--- src/gha_pkg.sv ---
// Shared types and constants for the generational handle allocator.
// No dependencies; every other file in src imports this package.
`default_nettype none

package gha_pkg;

	localparam int CAPACITY = 1024;
	localparam int IDX_W    = $clog2(CAPACITY);
	localparam int CNT_W    = 16;
	localparam int SIZE_W   = $clog2(CAPACITY + 1);
	localparam int TOP_W    = $clog2(CAPACITY + 1);

	localparam logic [CNT_W-1:0]  CNT_MAX  = {CNT_W{1'b1}};
	localparam logic [CNT_W-1:0]  CNT_ONE  = CNT_W'(1);
	localparam logic [SIZE_W-1:0] SIZE_CAP = SIZE_W'(CAPACITY);
	localparam logic [TOP_W-1:0]  TOP_FULL = TOP_W'(CAPACITY);
	localparam logic [IDX_W-1:0]  IDX_LAST = IDX_W'(CAPACITY - 1);

	typedef enum logic [2:0] {
		OP_ALLOC    = 3'd0,
		OP_RELEASE  = 3'd1,
		OP_QUERY    = 3'd2,
		OP_VALIDATE = 3'd3,
		OP_CLEAR    = 3'd4
	} gha_op_t;

	typedef enum logic [1:0] {
		ST_OK        = 2'd0,
		ST_EXHAUSTED = 2'd1,
		ST_RANGE     = 2'd2,
		ST_FULL      = 2'd3
	} gha_status_t;

	typedef struct packed {
		logic [2:0]       operation;
		logic [IDX_W-1:0] entry_index;
		logic [CNT_W-1:0] entry_counter;
	} gha_cmd_t;

	typedef struct packed {
		logic [IDX_W-1:0] out_index;
		logic [CNT_W-1:0] out_counter;
		logic             handle_valid;
		logic [1:0]       status;
	} gha_rsp_t;

	typedef struct packed {
		logic [IDX_W-1:0] idx;
		logic [CNT_W-1:0] cnt;
	} gha_handle_t;

	typedef struct packed {
		logic             en;
		logic [IDX_W-1:0] addr;
		logic [CNT_W-1:0] data;
	} gha_gen_wr_t;

	typedef struct packed {
		logic             en;
		logic [IDX_W-1:0] addr;
		gha_handle_t      data;
	} gha_stk_wr_t;

	typedef struct packed {
		logic             active;
		logic [IDX_W-1:0] addr;
	} gha_sweep_t;

endpackage

`default_nettype wire

--- src/gha_sweep.sv ---
// Zeroing sequencer for the generation memory: walks from a start entry to
// the last one, one entry per cycle while hold is low. Depends on gha_pkg.
`default_nettype none

module gha_sweep import gha_pkg::*; (
	input  wire logic              clk,
	input  wire logic              arst_n,
	input  wire logic              clear,
	input  wire logic              shrink,
	input  wire logic [SIZE_W-1:0] new_size,
	input  wire logic              hold,
	output gha_sweep_t             sweep
);

	logic             active_q;
	logic [IDX_W-1:0] ptr_q;
	logic             lower_start;

	// A shrink only matters if it reaches below what is still to be zeroed.
	assign lower_start = (new_size < SIZE_CAP) &&
		(!active_q || (new_size[IDX_W-1:0] < ptr_q));

	always_ff @(posedge clk or negedge arst_n) begin
		if (!arst_n) begin
			active_q <= 1'b1;
			ptr_q    <= '0;
		end else begin
			priority if (clear) begin
				active_q <= 1'b1;
				ptr_q    <= '0;
			end else if (shrink && lower_start) begin
				active_q <= 1'b1;
				ptr_q    <= new_size[IDX_W-1:0];
			end else if (active_q && !hold) begin
				if (ptr_q == IDX_LAST) begin
					active_q <= 1'b0;
				end
				ptr_q <= ptr_q + IDX_W'(1);
			end
		end
	end

	assign sweep.active = active_q;
	assign sweep.addr   = ptr_q;

endmodule

`default_nettype wire

--- config.mk ---
export PLATFORM = sky130hd
export DESIGN_NAME = gha_sweep
export DESIGN_NICKNAME = d
export VERILOG_FILES = /design/src/gha_pkg.sv /design/src/gha_sweep.sv
export SDC_FILE = /design/constraint.sdc
export NUM_CORES = 1
export LEC_CHECK = 0
export ABC_AREA = 1
export BUFFER_PORTS_ARGS = -buffer_cell sky130_fd_sc_hd__buf_4
export CORE_ASPECT_RATIO = 0.6
export CORE_MARGIN = 8
export CORE_UTILIZATION = 40
export DETAILED_ROUTE_END_ITERATION = 8
export GPL_ROUTABILITY_DRIVEN = 0
export GPL_TIMING_DRIVEN = 0
export SETUP_SLACK_MARGIN = 0.2
export SYNTH_ARGS = -nofsm -noshare
export SYNTH_HDL_FRONTEND = slang
export SYNTH_SLANG_ARGS = --single-unit
--- constraint.sdc ---
create_clock -name clk -period 2.23 [get_ports clk]
set_input_delay 0.5575 -clock clk [delete_from_list [all_inputs] [get_ports clk]]
set_output_delay 0.5575 -clock clk [all_outputs]
set_load 0.005 [all_outputs]
==> impl_metrics.toml <==
[critical_path]
start_kind = "register"
crit_family = "simple AND/OR/NAND/NOR gates"
crit_required_ns = 2.41
max_stage_delay_ns = 0.40
critPathBufInv = 2
crit_path_max_fanout = 5
critical_path_class = "reg2reg"
path_cells = "inv_2 -> ha_1 -> nand2_1 -> inv_1 -> nand2_1 -> nand2_1 -> nand2_1 -> nand3_2 -> nand2_4 -> nand2_4 -> a21oi_2 -> nand2_1 -> nand2_1"
critPathCaptureType = "register"
slowest_stage = "dfrtp_1"
path_common_cell = "nand2_1"
arrival_ns = 2.04

[clocking]
clockRootBuffer = "clkbuf_8"
clk_pin_slew_ns = 0.05
cts_sinks = 11
hold_buffers = 0
cts_htree_levels = 1
clk_path_buf_depth = 2
insertion_delay_ns = 0.24
cts_buffers = 3
tritoncts = "built"

[yosys]
synthesis.nets = 179
ys_types = 24
avgSynthCellArea_um2 = 6.943
netlist_instances = 153
yosys_warnings = 0
syn_area_um2 = 1062
synth_edf_count = 0
ys_async_sr_fraction_pct = 100.0
synth-main-ff-cell = "dfrtp_1"
seq_area_frac_synth_pct = 26.03
synth_seq_cells = 11

[global_routing]
grt_pass1_wl_um = 4588
first_global_vias = 1050
grt_max_degree = 12
grt_usage_pct = 12.20
antenna_found_initial = 0
grt_remaining_overflow = 0

[cells_and_area]
fin_area_um2 = 1361
nFillCells = 264
multiInputGateArea_um2 = 688.2
mostFrequentLayoutCells = "58 x nand2_1, 30 x buf_4, 23 x nand3_1, 14 x inv_1, 10 x ha_1"
final_common_cell = "nand2_1"
synthToLayoutAreaGrowth_pct = 28.15
drive_gt1_share_pct = 28.65
nets = 212
diodes = 0
seq_area_um2 = 277.8

[detailed_routing]
wirelength_um = 2724
postRouteAntennaNets = 0
drt_pass1_iterations = 4
drt_iter0_drc = 67
drc_errors = 0
vias = 1058
routedWlPerCell_um = 12.55
viasPerCell = 4.876

[floorplanning]
num_rows = 14
core-area_um2 = 2522
start_util_pct = 42.11
die_area_um2 = 4615
die_w_um = 82.53
num_io_pins = 27
die_y_um = 55.92

[power_and_ir_drop]
peakVddDrop_v = 0.0002183
leakage_nw = 0.7427
power_density_nw_per_um2 = 416.7

[timing]
rsz0062_at_grt = "false"
setup_viol_count_final = 0
relSlewSlack_pct = 72.35
fin_skew_ns = 0.007902
min_period_ns = 1.863
fmax_mhz = 536.8
hold_viol = 0
slew_viol_final = 0
fin_tns_setup_ns = 0
min_period_over_period_pct = 83.53
tightest_slew_ns = 0.4132

[place]
io_buffers = 26
placedInstanceArea_um2 = 1297
dp_hpwl_um = 2259

[flow_run]
drv_cap = 0

[outcome]
status = "complete, no violations"

[worst_hold_path]
hold_class = "in2async"
==> cell usage after synthesis (2+ instances only) <==
cell / n / area, um2
nand2_1: 58 / 217.7
nand3_1: 23 / 115.1
inv_1: 16 / 60.06
dfrtp_1: 10 / 250.2
ha_1: 10 / 125.1
xor2_1: 8 / 70.07
nor2_1: 4 / 15.01
buf_4: 3 / 22.52
a21oi_1: 2 / 10.01
nand2_4: 2 / 22.52
nand3_2: 2 / 20.02
nor2_2: 2 / 12.51
nor3_2: 2 / 20.02
==> through the flow <==
stage	hold WS, ns	cells	worst slack (ns)	util, %	power, mW
after detailed placement	0.3979	211	0.1675	51.44	0.3700
after global placement	0.3953	211	0.2104	51.44	0.3660
final	0.1347	217	0.3672	53.97	0.5673
after global routing	0.1394	217	0.2138	53.97	0.6107
after CTS	0.1390	215	0.3371	53.27	0.5708
after floorplan	0.2619	153	0.4270	-	0.3076
==> path summary, 6_finish.rpt <==
kind                                 startpoint                    to  slack (ns)  cells after the start
min reg2reg                active_q$_DFFE_PN1P_  active_q$_DFFE_PN1P_        0.50                      2
max in group asynchronous                arst_n  active_q$_DFFE_PN1P_        1.87                      1
min in group clk           active_q$_DFFE_PN1P_  active_q$_DFFE_PN1P_        0.50                      2
max                        ptr_q[5]$_DFFE_PN0P_  ptr_q[3]$_DFFE_PN0P_        0.37                     13
min                                      arst_n  ptr_q[1]$_DFFE_PN0P_        0.13                      1
max reg2reg                ptr_q[5]$_DFFE_PN0P_  ptr_q[3]$_DFFE_PN0P_        0.37                     13
==> cell families (layout without fill, tap and decap cells) <==
family | after synthesis | in the layout | synth area share (%)
XOR/XNOR | 8 | 8 | 6.596
buffers and inverters | 23 | 54 | 10.01
adder cells (fa/ha/maj) | 10 | 10 | 11.78
flip-flops | 11 | 11 | 26.03
AO/OA/AOI/OAI | 6 | 7 | 4.713
AND/OR/NAND/NOR | 95 | 95 | 40.87
==> per-layer routing <==
layer	part of all wire (%)	track usage (%)
met1	48	16.44
met2	43	18.13
met3	8.6	4.355
met4	0.59	2.200
met5	0	0
==> cell type report <==
type                            count  share of cell area (%)
Buffer                              6                   3.125
Clock buffer                        3                   3.033
Clock inverter                      1                  0.3676
Inverter                           17                   4.687
Multi-Input combinational cell    120                   50.55
Sequential cell                    11                   20.40
Tap cell                           32                   2.941
Timing Repair Buffer               27                   14.89
==> power breakdown <==
part / internal [mW] / switching (mW) / total, mW / leakage [nW]
clock network: 0.123 / 0.0763 / 0.199 / 0.0255
logic: 0.0665 / 0.0813 / 0.148 / 0.571
registers: 0.207 / 0.0130 / 0.220 / 0.147
total: 0.397 / 0.171 / 0.567 / 0.743
==> repair_timing <==
action / in CTS / in global routing
setup endpoints to repair: 0 / 4
buffers inserted: 0 / 1
resized for setup: 0 / 3
==> registers in the layout (all words and copies together), names as in the netlist <==
| name | cells |
|---|---|
| active_q | 1 |
| ptr_q | 10 |
No activity file was read; power rests on OpenSTA's default activity.
